## config.mk

```make
export PLATFORM = sky130hd
export DESIGN_NAME = ip_neighbor_filter_table_flat
export DESIGN_NICKNAME = d
export VERILOG_FILES = /design/src/hw/rtl/nft_pkg.sv /design/src/hw/rtl/nft_if.sv /design/src/hw/rtl/nft_table_mem.sv /design/src/hw/rtl/nft_ctrl.sv /design/src/hw/rtl/ip_neighbor_filter_table.sv /design/src/flat_wrapper.sv
export SDC_FILE = /design/constraint.sdc
export NUM_CORES = 2
export LEC_CHECK = 0
export BUFFER_PORTS_ARGS = -buffer_cell sky130_fd_sc_hd__clkbuf_2
export CAP_MARGIN = 0
export CORE_UTILIZATION = 55
export DETAILED_ROUTE_END_ITERATION = 10
export PLACE_DENSITY_LB_ADDON = 0.05
export REMOVE_ABC_BUFFERS = 1
export SKIP_CTS_REPAIR_TIMING = 1
export SYNTH_ARGS = -nofsm -noshare
export SYNTH_HDL_FRONTEND = slang
export SYNTH_SLANG_ARGS = --single-unit
```

## constraint.sdc

```tcl
create_clock -name clk -period 6.7 [get_ports clk]
set_clock_uncertainty 0.2 [all_clocks]
set_input_delay 0.67 -clock clk [delete_from_list [all_inputs] [get_ports clk]]
set_output_delay 0.67 -clock clk [all_outputs]
set_load 0.005 [all_outputs]
```

## src/hw/rtl/nft_pkg.sv

```systemverilog
`timescale 1ns / 1ps
// shared types and constants of the neighbor filter table
// no dependencies
package nft_pkg;

  localparam int NFT_TABLE_ENTRIES = 16;
  localparam int IP_W  = 32;
  localparam int MAC_W = 48;
  localparam int LEN_W = 16;
  localparam int CFG_IDX_W = 2;

  localparam logic [IP_W-1:0] BCAST_IP  = '1;
  localparam logic [7:0]      PROTO_UDP = 8'd17;

  // configuration register indexes
  localparam logic [CFG_IDX_W-1:0] CFG_OWN_IP   = 2'd0;
  localparam logic [CFG_IDX_W-1:0] CFG_NET_MASK = 2'd1;
  localparam logic [CFG_IDX_W-1:0] CFG_GW_ADDR  = 2'd2;

  typedef enum logic [2:0] {
    ST_UDP        = 3'd0,
    ST_NOT_US     = 3'd1,
    ST_BAD_LEN    = 3'd2,
    ST_BAD_PROTO  = 3'd3,
    ST_RESOLVED   = 3'd4,
    ST_UNRESOLVED = 3'd5
  } nft_status_t;

  typedef enum logic [1:0] {
    S_IDLE,
    S_SEARCH,
    S_DONE
  } nft_state_t;

  typedef struct packed {
    logic [IP_W-1:0]  ip;
    logic [MAC_W-1:0] mac;
  } nft_entry_t;

  typedef struct packed {
    logic       en;
    nft_entry_t entry;
  } nft_wr_t;

endpackage

```

## src/hw/rtl/nft_if.sv

```systemverilog
`timescale 1ns / 1ps
// valid/ready channel interfaces for request and result words
// depends on nft_pkg
interface nft_in_if;
  import nft_pkg::*;
  logic              valid;
  logic              ready;
  logic              kind;
  logic [IP_W-1:0]   dest_ip;
  logic [IP_W-1:0]   source_ip;
  logic [MAC_W-1:0]  source_mac;
  logic [3:0]        header_words;
  logic [LEN_W-1:0]  bytes_available;
  logic [7:0]        protocol;

  modport source (output valid, kind, dest_ip, source_ip, source_mac, header_words,
                  bytes_available, protocol, input ready);
  modport sink   (input valid, kind, dest_ip, source_ip, source_mac, header_words,
                  bytes_available, protocol, output ready);
endinterface

interface nft_out_if;
  import nft_pkg::*;
  logic              valid;
  logic              ready;
  logic [2:0]        status;
  logic              table_full;
  logic [IP_W-1:0]   next_hop_ip;
  logic [MAC_W-1:0]  next_hop_mac;
  logic [15:0]       ip_ident;

  modport source (output valid, status, table_full, next_hop_ip, next_hop_mac, ip_ident,
                  input ready);
  modport sink   (input valid, status, table_full, next_hop_ip, next_hop_mac, ip_ident,
                  output ready);
endinterface

```

## src/hw/rtl/nft_table_mem.sv

```systemverilog
`timescale 1ns / 1ps
// neighbor table storage: one-port-read one-port-write memory, registered read
// entry 0 (broadcast) kept in flops; depends on nft_pkg
module nft_table_mem #(
  parameter int TABLE_ENTRIES = nft_pkg::NFT_TABLE_ENTRIES,
  localparam int IDX_W = $clog2(TABLE_ENTRIES)
) (
  input  logic                clk,
  input  logic                rst_n,
  input  logic                rd_en,
  input  logic [IDX_W-1:0]    rd_addr,
  output nft_pkg::nft_entry_t rd_data,
  input  nft_pkg::nft_wr_t    wr,
  input  logic [IDX_W-1:0]    wr_addr
);
  import nft_pkg::*;

  nft_entry_t       mem_r [TABLE_ENTRIES];
  nft_entry_t       q_r;
  logic             zero_r;
  logic [MAC_W-1:0] mac0_r;

  always_ff @(posedge clk) begin
    if (wr.en && (wr_addr != '0)) begin
      mem_r[wr_addr] <= wr.entry;
    end
    if (rd_en) begin
      q_r    <= mem_r[rd_addr];
      zero_r <= (rd_addr == '0);
    end
  end

  // broadcast entry: address fixed, mac may be relearned
  always_ff @(posedge clk) begin
    if (!rst_n) begin
      mac0_r <= '1;
    end else if (wr.en && (wr_addr == '0)) begin
      mac0_r <= wr.entry.mac;
    end
  end

  always_comb begin
    rd_data = q_r;
    if (zero_r) begin
      rd_data.ip  = BCAST_IP;
      rd_data.mac = mac0_r;
    end
  end

endmodule

```

## src/hw/rtl/nft_ctrl.sv

```systemverilog
`timescale 1ns / 1ps
// sequencer: receive filter, route, table scan, learn and result register
// depends on nft_pkg, nft_if and drives nft_table_mem
module nft_ctrl #(
  parameter int TABLE_ENTRIES = nft_pkg::NFT_TABLE_ENTRIES,
  localparam int IDX_W = $clog2(TABLE_ENTRIES)
) (
  input  logic                       clk,
  input  logic                       rst_n,
  input  logic [nft_pkg::IP_W-1:0]   own_ip,
  input  logic [nft_pkg::IP_W-1:0]   net_mask,
  input  logic [nft_pkg::IP_W-1:0]   gw_addr,
  nft_in_if.sink                     in_ch,
  nft_out_if.source                  out_ch,
  output logic                       rd_en,
  output logic [IDX_W-1:0]           rd_addr,
  input  nft_pkg::nft_entry_t        rd_data,
  output nft_pkg::nft_wr_t           wr,
  output logic [IDX_W-1:0]           wr_addr
);
  import nft_pkg::*;

  localparam int CNT_W = $clog2(TABLE_ENTRIES + 1);
  localparam logic [CNT_W-1:0] ENTRIES_C = CNT_W'(TABLE_ENTRIES);

  nft_state_t       state_r, state_nxt;
  logic             kind_r, kind_nxt;
  logic             learn_r, learn_nxt;
  logic [IP_W-1:0]  key_r, key_nxt;
  logic [MAC_W-1:0] smac_r, smac_nxt;
  logic [IP_W-1:0]  hop_r, hop_nxt;
  nft_status_t      status_r, status_nxt;
  logic [CNT_W-1:0] rd_idx_r, rd_idx_nxt;
  logic             cmp_valid_r, cmp_valid_nxt;
  logic [IDX_W-1:0] cmp_idx_r, cmp_idx_nxt;
  logic             found_r, found_nxt;
  logic [IDX_W-1:0] found_idx_r, found_idx_nxt;
  logic [MAC_W-1:0] found_mac_r, found_mac_nxt;
  logic [CNT_W-1:0] count_r, count_nxt;
  logic [15:0]      ident_r, ident_nxt;

  logic             out_valid_r, out_valid_nxt;
  nft_status_t      out_status_r, out_status_nxt;
  logic             out_full_r, out_full_nxt;
  logic [IP_W-1:0]  out_hop_ip_r, out_hop_ip_nxt;
  logic [MAC_W-1:0] out_hop_mac_r, out_hop_mac_nxt;
  logic [15:0]      out_ident_r, out_ident_nxt;

  logic             hit;
  logic [IP_W-1:0]  route_ip;
  logic [5:0]       hdr_bytes;

  assign in_ch.ready = (state_r == S_IDLE);

  assign out_ch.valid        = out_valid_r;
  assign out_ch.status       = out_status_r;
  assign out_ch.table_full   = out_full_r;
  assign out_ch.next_hop_ip  = out_hop_ip_r;
  assign out_ch.next_hop_mac = out_hop_mac_r;
  assign out_ch.ip_ident     = out_ident_r;

  assign hit       = cmp_valid_r && (rd_data.ip == key_r);
  assign hdr_bytes = {in_ch.header_words, 2'b00};
  assign route_ip  = ((in_ch.dest_ip & net_mask) == (gw_addr & net_mask)) ?
                     in_ch.dest_ip : gw_addr;

  always_comb begin
    state_nxt       = state_r;
    kind_nxt        = kind_r;
    learn_nxt       = learn_r;
    key_nxt         = key_r;
    smac_nxt        = smac_r;
    hop_nxt         = hop_r;
    status_nxt      = status_r;
    rd_idx_nxt      = rd_idx_r;
    cmp_valid_nxt   = cmp_valid_r;
    cmp_idx_nxt     = cmp_idx_r;
    found_nxt       = found_r;
    found_idx_nxt   = found_idx_r;
    found_mac_nxt   = found_mac_r;
    count_nxt       = count_r;
    ident_nxt       = ident_r;
    out_valid_nxt   = out_valid_r && !out_ch.ready;
    out_status_nxt  = out_status_r;
    out_full_nxt    = out_full_r;
    out_hop_ip_nxt  = out_hop_ip_r;
    out_hop_mac_nxt = out_hop_mac_r;
    out_ident_nxt   = out_ident_r;
    rd_en           = 1'b0;
    rd_addr         = rd_idx_r[IDX_W-1:0];
    wr.en           = 1'b0;
    wr.entry.ip     = key_r;
    wr.entry.mac    = smac_r;
    wr_addr         = found_idx_r;

    case (state_r)
      S_IDLE: begin
        if (in_ch.valid) begin
          kind_nxt      = in_ch.kind;
          smac_nxt      = in_ch.source_mac;
          rd_idx_nxt    = '0;
          cmp_valid_nxt = 1'b0;
          found_nxt     = 1'b0;
          learn_nxt     = 1'b0;
          hop_nxt       = '0;
          if (!in_ch.kind) begin
            key_nxt = in_ch.source_ip;
            if ((in_ch.dest_ip != own_ip) && (in_ch.dest_ip != BCAST_IP)) begin
              status_nxt = ST_NOT_US;
              state_nxt  = S_DONE;
            end else if ({10'b0, hdr_bytes} > in_ch.bytes_available) begin
              status_nxt = ST_BAD_LEN;
              state_nxt  = S_DONE;
            end else begin
              learn_nxt  = 1'b1;
              status_nxt = (in_ch.protocol == PROTO_UDP) ? ST_UDP : ST_BAD_PROTO;
              state_nxt  = S_SEARCH;
            end
          end else begin
            key_nxt    = route_ip;
            hop_nxt    = route_ip;
            status_nxt = ST_UNRESOLVED;
            state_nxt  = S_SEARCH;
          end
        end
      end

      // one read issued and one compare made per cycle
      S_SEARCH: begin
        if (hit) begin
          found_nxt     = 1'b1;
          found_idx_nxt = cmp_idx_r;
          found_mac_nxt = rd_data.mac;
          cmp_valid_nxt = 1'b0;
          state_nxt     = S_DONE;
        end else if (rd_idx_r < count_r) begin
          rd_en         = 1'b1;
          rd_idx_nxt    = rd_idx_r + CNT_W'(1);
          cmp_valid_nxt = 1'b1;
          cmp_idx_nxt   = rd_idx_r[IDX_W-1:0];
        end else begin
          cmp_valid_nxt = 1'b0;
          state_nxt     = S_DONE;
        end
      end

      S_DONE: begin
        if (!out_valid_r || out_ch.ready) begin
          out_valid_nxt = 1'b1;
          out_full_nxt  = 1'b0;
          state_nxt     = S_IDLE;
          if (kind_r) begin
            out_status_nxt  = found_r ? ST_RESOLVED : ST_UNRESOLVED;
            out_hop_ip_nxt  = hop_r;
            out_hop_mac_nxt = found_r ? found_mac_r : '0;
            out_ident_nxt   = ident_r;
            ident_nxt       = ident_r + 16'd1;
          end else begin
            out_status_nxt  = status_r;
            out_hop_ip_nxt  = '0;
            out_hop_mac_nxt = '0;
            out_ident_nxt   = '0;
            if (learn_r) begin
              if (found_r) begin
                wr.en = 1'b1;
              end else if (count_r < ENTRIES_C) begin
                wr.en     = 1'b1;
                wr_addr   = count_r[IDX_W-1:0];
                count_nxt = count_r + CNT_W'(1);
              end else begin
                out_full_nxt = 1'b1;
              end
            end
          end
        end
      end

      default: begin
        state_nxt = S_IDLE;
      end
    endcase
  end

  always_ff @(posedge clk) begin
    if (!rst_n) begin
      state_r     <= S_IDLE;
      out_valid_r <= 1'b0;
      cmp_valid_r <= 1'b0;
      count_r     <= CNT_W'(1);
      ident_r     <= '0;
    end else begin
      state_r     <= state_nxt;
      out_valid_r <= out_valid_nxt;
      cmp_valid_r <= cmp_valid_nxt;
      count_r     <= count_nxt;
      ident_r     <= ident_nxt;
    end
  end

  always_ff @(posedge clk) begin
    kind_r        <= kind_nxt;
    learn_r       <= learn_nxt;
    key_r         <= key_nxt;
    smac_r        <= smac_nxt;
    hop_r         <= hop_nxt;
    status_r      <= status_nxt;
    rd_idx_r      <= rd_idx_nxt;
    cmp_idx_r     <= cmp_idx_nxt;
    found_r       <= found_nxt;
    found_idx_r   <= found_idx_nxt;
    found_mac_r   <= found_mac_nxt;
    out_status_r  <= out_status_nxt;
    out_full_r    <= out_full_nxt;
    out_hop_ip_r  <= out_hop_ip_nxt;
    out_hop_mac_r <= out_hop_mac_nxt;
    out_ident_r   <= out_ident_nxt;
  end

endmodule

```

## src/hw/rtl/ip_neighbor_filter_table.sv

```systemverilog
`timescale 1ns / 1ps
// sequence: a dropped receive word goes from S_IDLE to S_DONE and then into the result register
//   without a scan; any other word scans the table one entry per cycle, up to every valid entry
// flow: one word at a time, the next word is taken only back in S_IDLE; the single memory
//   read port paces the scan
// reset: synchronous active-low rst_n; one valid entry (broadcast), ident counter and
//   configuration registers at zero, result channel empty; no clearing pass
module ip_neighbor_filter_table #(
  parameter int TABLE_ENTRIES = nft_pkg::NFT_TABLE_ENTRIES
) (
  input  logic                            clk,
  input  logic                            rst_n,
  nft_in_if.sink                          in_ch,
  nft_out_if.source                       out_ch,
  input  logic                            cfg_we,
  input  logic [nft_pkg::CFG_IDX_W-1:0]   cfg_index,
  input  logic [nft_pkg::IP_W-1:0]        cfg_wdata
);
  import nft_pkg::*;

  localparam int IDX_W = $clog2(TABLE_ENTRIES);

  // configuration registers: the user writes them only while idle; nothing in the block enforces it
  logic [IP_W-1:0] own_ip_r;
  logic [IP_W-1:0] net_mask_r;
  logic [IP_W-1:0] gw_addr_r;

  // memory port between sequencer and table
  logic             rd_en;
  logic [IDX_W-1:0] rd_addr;
  nft_entry_t       rd_data;
  nft_wr_t          wr;
  logic [IDX_W-1:0] wr_addr;

  always_ff @(posedge clk) begin
    if (!rst_n) begin
      own_ip_r   <= '0;
      net_mask_r <= '0;
      gw_addr_r  <= '0;
    end else if (cfg_we) begin
      case (cfg_index)
        CFG_OWN_IP:   own_ip_r   <= cfg_wdata;
        CFG_NET_MASK: net_mask_r <= cfg_wdata;
        CFG_GW_ADDR:  gw_addr_r  <= cfg_wdata;
        default: begin
          // unknown index: write dropped
        end
      endcase
    end
  end

  // sequencer: filters receive words, routes transmit words, scans and learns
  nft_ctrl #(
    .TABLE_ENTRIES (TABLE_ENTRIES)
  ) u_ctrl (
    .clk         (clk),
    .rst_n       (rst_n),
    .own_ip      (own_ip_r),
    .net_mask    (net_mask_r),
    .gw_addr     (gw_addr_r),
    .in_ch       (in_ch),
    .out_ch      (out_ch),
    .rd_en       (rd_en),
    .rd_addr     (rd_addr),
    .rd_data     (rd_data),
    .wr          (wr),
    .wr_addr     (wr_addr)
  );

  // neighbor table: entry 0 holds the broadcast mapping in flops
  nft_table_mem #(
    .TABLE_ENTRIES (TABLE_ENTRIES)
  ) u_mem (
    .clk     (clk),
    .rst_n   (rst_n),
    .rd_en   (rd_en),
    .rd_addr (rd_addr),
    .rd_data (rd_data),
    .wr      (wr),
    .wr_addr (wr_addr)
  );

endmodule

```

## src/flat_wrapper.sv

```systemverilog
// flat-port wrapper written by rule: the top's interface ports become plain ports
module ip_neighbor_filter_table_flat import nft_pkg::*;
#(
  parameter int TABLE_ENTRIES = nft_pkg::NFT_TABLE_ENTRIES
)
  (clk, rst_n, cfg_we, cfg_index, cfg_wdata, in_ch_valid, in_ch_kind, in_ch_dest_ip, in_ch_source_ip, in_ch_source_mac, in_ch_header_words, in_ch_bytes_available, in_ch_protocol, in_ch_ready, out_ch_valid, out_ch_status, out_ch_table_full, out_ch_next_hop_ip, out_ch_next_hop_mac, out_ch_ip_ident, out_ch_ready);
  nft_in_if in_ch_i ();
  nft_out_if out_ch_i ();
  input  logic clk;
  input  logic rst_n;
  input  logic cfg_we;
  input  logic [nft_pkg::CFG_IDX_W-1:0] cfg_index;
  input  logic [nft_pkg::IP_W-1:0] cfg_wdata;
  input wire logic [$bits(in_ch_i.valid)-1:0] in_ch_valid;
  input wire logic [$bits(in_ch_i.kind)-1:0] in_ch_kind;
  input wire logic [$bits(in_ch_i.dest_ip)-1:0] in_ch_dest_ip;
  input wire logic [$bits(in_ch_i.source_ip)-1:0] in_ch_source_ip;
  input wire logic [$bits(in_ch_i.source_mac)-1:0] in_ch_source_mac;
  input wire logic [$bits(in_ch_i.header_words)-1:0] in_ch_header_words;
  input wire logic [$bits(in_ch_i.bytes_available)-1:0] in_ch_bytes_available;
  input wire logic [$bits(in_ch_i.protocol)-1:0] in_ch_protocol;
  output wire logic [$bits(in_ch_i.ready)-1:0] in_ch_ready;
  output wire logic [$bits(out_ch_i.valid)-1:0] out_ch_valid;
  output wire logic [$bits(out_ch_i.status)-1:0] out_ch_status;
  output wire logic [$bits(out_ch_i.table_full)-1:0] out_ch_table_full;
  output wire logic [$bits(out_ch_i.next_hop_ip)-1:0] out_ch_next_hop_ip;
  output wire logic [$bits(out_ch_i.next_hop_mac)-1:0] out_ch_next_hop_mac;
  output wire logic [$bits(out_ch_i.ip_ident)-1:0] out_ch_ip_ident;
  input wire logic [$bits(out_ch_i.ready)-1:0] out_ch_ready;
  assign in_ch_i.valid = in_ch_valid;
  assign in_ch_i.kind = in_ch_kind;
  assign in_ch_i.dest_ip = in_ch_dest_ip;
  assign in_ch_i.source_ip = in_ch_source_ip;
  assign in_ch_i.source_mac = in_ch_source_mac;
  assign in_ch_i.header_words = in_ch_header_words;
  assign in_ch_i.bytes_available = in_ch_bytes_available;
  assign in_ch_i.protocol = in_ch_protocol;
  assign in_ch_ready = in_ch_i.ready;
  assign out_ch_valid = out_ch_i.valid;
  assign out_ch_status = out_ch_i.status;
  assign out_ch_table_full = out_ch_i.table_full;
  assign out_ch_next_hop_ip = out_ch_i.next_hop_ip;
  assign out_ch_next_hop_mac = out_ch_i.next_hop_mac;
  assign out_ch_ip_ident = out_ch_i.ip_ident;
  assign out_ch_i.ready = out_ch_ready;
  ip_neighbor_filter_table #(.TABLE_ENTRIES(TABLE_ENTRIES)) u_core (.clk(clk), .rst_n(rst_n), .in_ch(in_ch_i), .out_ch(out_ch_i), .cfg_we(cfg_we), .cfg_index(cfg_index), .cfg_wdata(cfg_wdata));
endmodule
```

* Word level (Yosys, flattened, before mapping)
Memory sizes are Yosys's and may differ from the RTL's. A register that Yosys moved wholly into a read port is not among the register bits.
Index checks and enable logic that the tools add are counted.
** Operators by class
- $add $sub $neg :: 3
- $mul :: 0
- Div/mod/pow operators :: 0
- Magnitude comparators :: 3
- Equal/unequal tests :: 15
- Shift operators :: 0
- Muxes and demuxes :: 44
- Bitwise logic cells :: 6
- Reduce and logical (&&, ||, !) cells :: 30
** Operators with widths (count)
- $mux 80 :: 1
- $and 32x32->32 :: 2
- $eq 32x32->1 :: 2
- $mux 32 :: 2
- $ne 32x32->1 :: 1
- $ne 32x32->1 const B :: 1
- $mux 4 :: 6
- $mux 1 :: 18
- $mux 2 :: 9
- $add 16x1->16 const B :: 1
- $gt 6x16->1 :: 1
- $reduce_and 2->1 :: 8
- $mux 5 :: 3
- $reduce_and 3->1 :: 4
- $add 5x1->5 const B :: 2
- $ne 2x2->1 const B :: 5
- $pmux 5 s2 :: 1
- $eq 8x5->1 const B :: 1
- $logic_not 4->1 :: 2
- $pmux 2 s3 :: 1
- $reduce_and 6->1 :: 1
- $logic_and 1x1->1 :: 5
- $lt 5x5->1 :: 1
- $lt 5x5->1 const B :: 1
- 14 further kinds :: 22
** Storage, ports and cells
- Register bits after elaboration :: 449
- Bits in latches :: 0
- Memory bits (writable) :: 1280
- Bits in read-only memories :: 0
- Output and inout bits :: 102
- Word-level logic and storage cells :: 129
- Memories kept :: 1
** Memory list
- u_core.u_mem.mem_r :: words 16, width 80, rd ports 1, clocked after memory_dff 1, wr ports 1, line nft_table_mem.sv:18 : nft_entry_t mem_r [TABLE_ENTRIES];

* Longest topological paths before layout
- Depth after elaboration :: 11
- Mapped depth :: 10

* By module
A second synthesis with hierarchy kept.
** Second synthesis, totals
- Cells, all modules :: 3766
- Area, all modules :: 69578.0 sq um
** By module, submodules not included
- nft_table_mem :: times used 1, cells each 2532, area an instance 53173.5 sq um, sequential area each 41830.1 sq um
- nft_ctrl :: times used 1, cells each 885, area an instance 12764.7 sq um, sequential area each 8878.5 sq um
- ip_neighbor_filter_table :: times used 1, cells each 349, area an instance 3639.7 sq um, sequential area each 1921.8 sq um

* Least setup slack after synthesis
OpenSTA, ideal clock, no wires.
- Path kind :: input port to flip-flop
- Start point :: input out_ch_ready
- End point :: memory u_core.u_mem.mem_r[11][0] (netlist name), enable pin
- Library setup time :: 0.519 ns
- Arrival time :: 4.899 ns
- Slack :: 1.081 ns
- Cell stages on the path :: 7
- Cell sequence :: nand2b_1 > nand4_2 > clkbuf_1 > nand2_1 > o21ai_0 > nand2_1 > nor2_1
** On the way
- Word-level cells in the longest chain between the ends :: 7
- Elaborated cells on any way between the ends :: 9
- Those cells by class :: 6 x mux; 3 x reduce/logical
** RTL lines
- start, declared :: line flat_wrapper.sv:29 : input wire logic [$bits(out_ch_i.ready)-1:0] out_ch_ready;
- $logic_or 1x1->1 (*) :: line nft_ctrl.sv:148 : if (!out_valid_r || out_ch.ready) begin
- $mux 4 :: line nft_ctrl.sv:148
- $mux 4 :: line nft_ctrl.sv:96 : case (state_r)
- $reduce_bool 4->1 :: line nft_table_mem.sv:24 : if (wr.en && (wr_addr != '0)) begin
- $logic_and 1x1->1 :: line nft_table_mem.sv:24
- $mux 1 :: line nft_table_mem.sv:24
- $mux 1 (not written as such) :: line nft_table_mem.sv:25 : mem_r[wr_addr] <= wr.entry;
- end, declared :: line nft_table_mem.sv:18
Every way passes the cells marked *; elsewhere a longest branch is shown, timed or not.

* Final worst setup path
- Start point :: register u_core.u_ctrl.found_r
- End point :: register u_core.u_mem.mac0_r[12]
** On the way
- Word-level cells in the longest chain between the ends :: 7
- Elaborated cells on any way between the ends :: 12
- Those cells by class :: 10 x mux; 2 x reduce/logical
** RTL lines
- start, declared :: line nft_ctrl.sv:36 : logic found_r, found_nxt;
- start signal, assigned :: line nft_ctrl.sv:209 : found_r <= found_nxt;
- $mux 4 :: line nft_ctrl.sv:164 : if (found_r) begin
- $mux 4 :: line nft_ctrl.sv:163 : if (learn_r) begin
- $mux 4 :: line nft_ctrl.sv:152 : if (kind_r) begin
- $mux 4 :: line nft_ctrl.sv:148
- $mux 4 :: line nft_ctrl.sv:96
- $logic_not 4->1 :: line nft_table_mem.sv:37 : end else if (wr.en && (wr_addr == '0)) begin
- $logic_and 1x1->1 (*) :: line nft_table_mem.sv:37
- end signal, assigned :: line nft_table_mem.sv:38 : mac0_r <= wr.entry.mac;
- end, declared :: line nft_table_mem.sv:21 : logic [MAC_W-1:0] mac0_r;
Marked as above.
A chain may end at the register's enable or synchronous reset.

==> reports/qor.yml <==
logic_synthesis:
  ys.flop_type: "edfxtp_1"
  synth_cell_types: 53
  syn_area_per_cell_um2: 19.6
  seq_area_frac_synth: 0.760
  netlist_area_um2: 69300
  synthCells: 3527
  async_flop_share: 0
  yosys_warnings: 0
  synth_edf_count: 1640
  ys_ff_latch: 1809
place:
  gp_congestion: 0.884
  dpl.hpwl_um: 99500
  dpl_worst_slack_ns: 2.40
  placed_cell_area_um2: 73100
  portBuffers: 281
grt:
  grt_pass1_wl_um: 257000
  grt_overflow: 0
  grt_pass1_vias: 36400
  grt_max_degree: 142
  antenna_found_initial: 25
  grt_util_all_layers: 0.287
cts:
  cts_buffers: 180
  clk_pin_slew_ns: 0.06
  htree_levels: 4
  cts_tree: "yes"
  cts_sinks: 1809
  root_buffer: "clkbuf_16"
  clk_latency_ns: 0.79
  cts_buffer_depth: 3
timing:
  fmax_mhz: 234
  finalWorstSetupSlack_ns: 2.43
  setup-violations-final: 0
  rsz0062_at_grt: "false"
  worst_hold_slack_ns: 0.0122
  final.min_clock_period_ns: 4.27
  tns_ns: 0
  tightest_slew_ns: 1.35
  min_period_over_period: 0.637
  maxSlewHeadroom: 0.0972
  drv_slew: 0
  finalHoldViolCount: 0
setup_path:
  cpMaxStageDelayCell: "nor2_4"
  rr_endpoint: "u_core.u_mem.mac0_r[12]$_SDFFE_PN1P_"
  ff2ff_setup_slack_ns: 2.43
  crit_family: "simple AND/OR/NAND/NOR gates"
  worstPathArrival_ns: 4.80
  cp-start-kind: "flip-flop"
  r2r-start: "u_core.u_ctrl.found_r$_DFFE_PP_"
  cp-end-kind: "flip-flop"
  startpoint: "u_core.u_ctrl.found_r$_DFFE_PP_"
  cp-endpoint: "u_core.u_mem.mac0_r[12]$_SDFFE_PN1P_"
  ff2ff_path_depth: 9
  critPathMaxFanout: 56
  critical_path_required_ns: 7.23
  crit_type: "flip-flop to flip-flop"
  cp.depth: 9
  cpPeakStageDelay_ns: 1.10
  worstPathCellList: "buf_4 > nor2_1 > nand4_2 > mux2i_1 > nand2_1 > nor2_4 > buf_4 > nand2_1 > nand3_1"
  crit_buf_inv: 2
finish:
  regArea_um2: 52600
  multiInputGateArea_um2: 16200
  drive_gt1_frac: 0.254
  syn2layout_area_growth_pct: 15.0
  final_nets: 4221
  final_common_cell: "edfxtp_1"
  fill_cells: 8585
  fin_util: 0.641
  design_area_um2: 79700
  final_cell_mix: "edfxtp_1 (1640), mux4_2 (400), nand2_1 (307), clkbuf_2 (279), clkbuf_16 (186)"
die:
  start_util: 0.557
  rows: 129
  die_w_um: 357
  core_area_um2: 124000
  die_area_um2: 127000
  die_h_um: 357
  ioPinCount: 282
route:
  wl_per_cell_um: 31.0
  drt_iter0_markers: 4566
  first_pass_iters: 6
  drc: 0
  routed_wl_um: 181000
  drt.antenna.violating_nets: 0
  vias: 36300
  viasPerCell: 6.23
pwr:
  p_leak_nw: 26.5
  peakVddDrop_mv: 0.266
  p_per_area_nw_per_um2: 308
status:
  status: "completed"
hold_path:
  hp-class: "input pin to flip-flop"
flow_run:
  drv_cap: 0
==> synthesized netlist by cell type, types with 4 or more instances <==
cell      number  area, µm²
or3_1          5       31.3
mux4_2       400       9010
a21oi_1       43        215
ha_1          12        150
nor3b_1        5       37.5
inv_1         24       90.1
and3_1        54        338
nand3_1       70        350
mux2_2        48        541
clkbuf_1     123        462
a21boi_0     103        773
nor4_1        21        131
a22oi_1       18        135
nor2_1        67        251
nor2b_1       61        382
edfxtp_1    1640      49200
dfxtp_1      169       3380
nor4b_1        4       35.0
o21ai_0       11       55.1
nand4_1       27        169
mux2i_1       35        350
buf_1         16       60.1
a21o_1         8       60.1
nor3_1        16       80.1
nand2_1      307       1150
buf_2         39        195
xor2_1        79        692
and2_1        62        388
xnor2_1       12        105
o41ai_1        5       43.8
nand2b_1       4       25.0
a31oi_1        9       56.3
==> layout make-up <==
type / instances / share of cell area
flip-flops and latches: 1809 / 0.661
multi-input cells: 1591 / 0.204
clock buffers: 252 / 0.0636
repair buffers: 423 / 0.0365
well taps: 1637 / 0.0257
clock inverters: 86 / 0.00844
inverters: 24 / 0.00119
diodes: 8 / 0.000251
==> sequential cells by signal (all words and copies together) (netlist names), 2 cells and up <==
signal / flops
u_core.u_ctrl.found_idx_r: 4
u_core.u_ctrl.state_r: 2
u_core.net_mask_r: 32
u_core.u_ctrl.out_ch.ip_ident: 16
u_core.u_ctrl.count_r: 5
u_core.u_mem.mac0_r: 48
u_core.u_ctrl.out_ch.status: 3
u_core.u_ctrl.out_ch.next_hop_ip: 32
u_core.u_ctrl.out_ch.next_hop_mac: 48
u_core.u_mem.q_r: 80
u_core.u_ctrl.cmp_idx_r: 4
u_core.u_ctrl.key_r: 32
u_core.gw_addr_r: 32
u_core.u_ctrl.ident_r: 16
u_core.u_ctrl.hop_r: 32
u_core.u_ctrl.rd_idx_r: 5
u_core.u_ctrl.found_mac_r: 48
u_core.u_mem.mem_r: 1280
u_core.own_ip_r: 32
u_core.u_ctrl.smac_r: 48
u_core.u_ctrl.status_r: 3
==> worst min-delay path, delay by kind of cell <==
kind	cells	cell delay [ns]
compound gates	1	0.10
buf+inv	1	0.07
simple gates	1	0.03
==> worst min-delay path by stage <==
stage | from | end | slack [ns] | cells past startpoint
global placement | u_core.u_ctrl.cmp_idx_r[3]$_DFFE_PP_ | u_core.u_ctrl.found_idx_r[3]$_DFFE_PP_ | 0.20 | 0
finish | in_ch_source_ip[12] | u_core.u_ctrl.key_r[12]$_DFFE_PP_ | 0.01 | 3
detailed placement | u_core.u_ctrl.cmp_idx_r[2]$_DFFE_PP_ | u_core.u_ctrl.found_idx_r[2]$_DFFE_PP_ | 0.21 | 0
floorplan | u_core.u_ctrl.cmp_idx_r[0]$_DFFE_PP_ | u_core.u_ctrl.found_idx_r[0]$_DFFE_PP_ | 0.20 | 0
global route | cfg_wdata[25] | u_core.net_mask_r[25]$_SDFFE_PN0P_ | 0.003 | 3
CTS | in_ch_source_mac[31] | u_core.u_ctrl.smac_r[31]$_DFFE_PP_ | -0.20 | 1
==> power breakdown <==
group          switching, mW  internal, mW
Sequential             0.306          12.7
Clock                   4.18          5.61
Combinational          0.935         0.836
Total                   5.42          19.1
==> cell families (layout without fill, tap and decap cells) <==
group | after synthesis | in the layout | share of synthesized area
xor+xnor | 91 | 91 | 0.0115
buf+inv | 206 | 785 | 0.0122
compound gates | 206 | 206 | 0.0204
simple gates | 719 | 719 | 0.0509
other cells | 1 | 88 | 0.0000541
fa+ha+maj | 12 | 12 | 0.00217
flops | 1809 | 1809 | 0.760
mux | 483 | 483 | 0.143
==> metal layers <==
layer  routed length, µm  GRT usage  part of all wire  up-vias
li1                    -          -                 -    15000
met2               85700      0.441              0.47     1759
met5                  83          0           0.00046        -
met1               76000      0.428              0.42    19300
met3               15600     0.0551             0.086      246
met4                3600     0.0748             0.020       14
==> per-stage QoR <==
| step | cells | power, mW |
|---|---|---|
| floorplan | 3424 | 14.6 |
| global placement | 5405 | 14.9 |
| detailed placement | 5405 | 14.9 |
| finish | 5830 | 24.5 |
| global route | 5826 | 25.2 |
| CTS | 5743 | 24.6 |
Note: power is estimated with default switching activity, not from simulation.
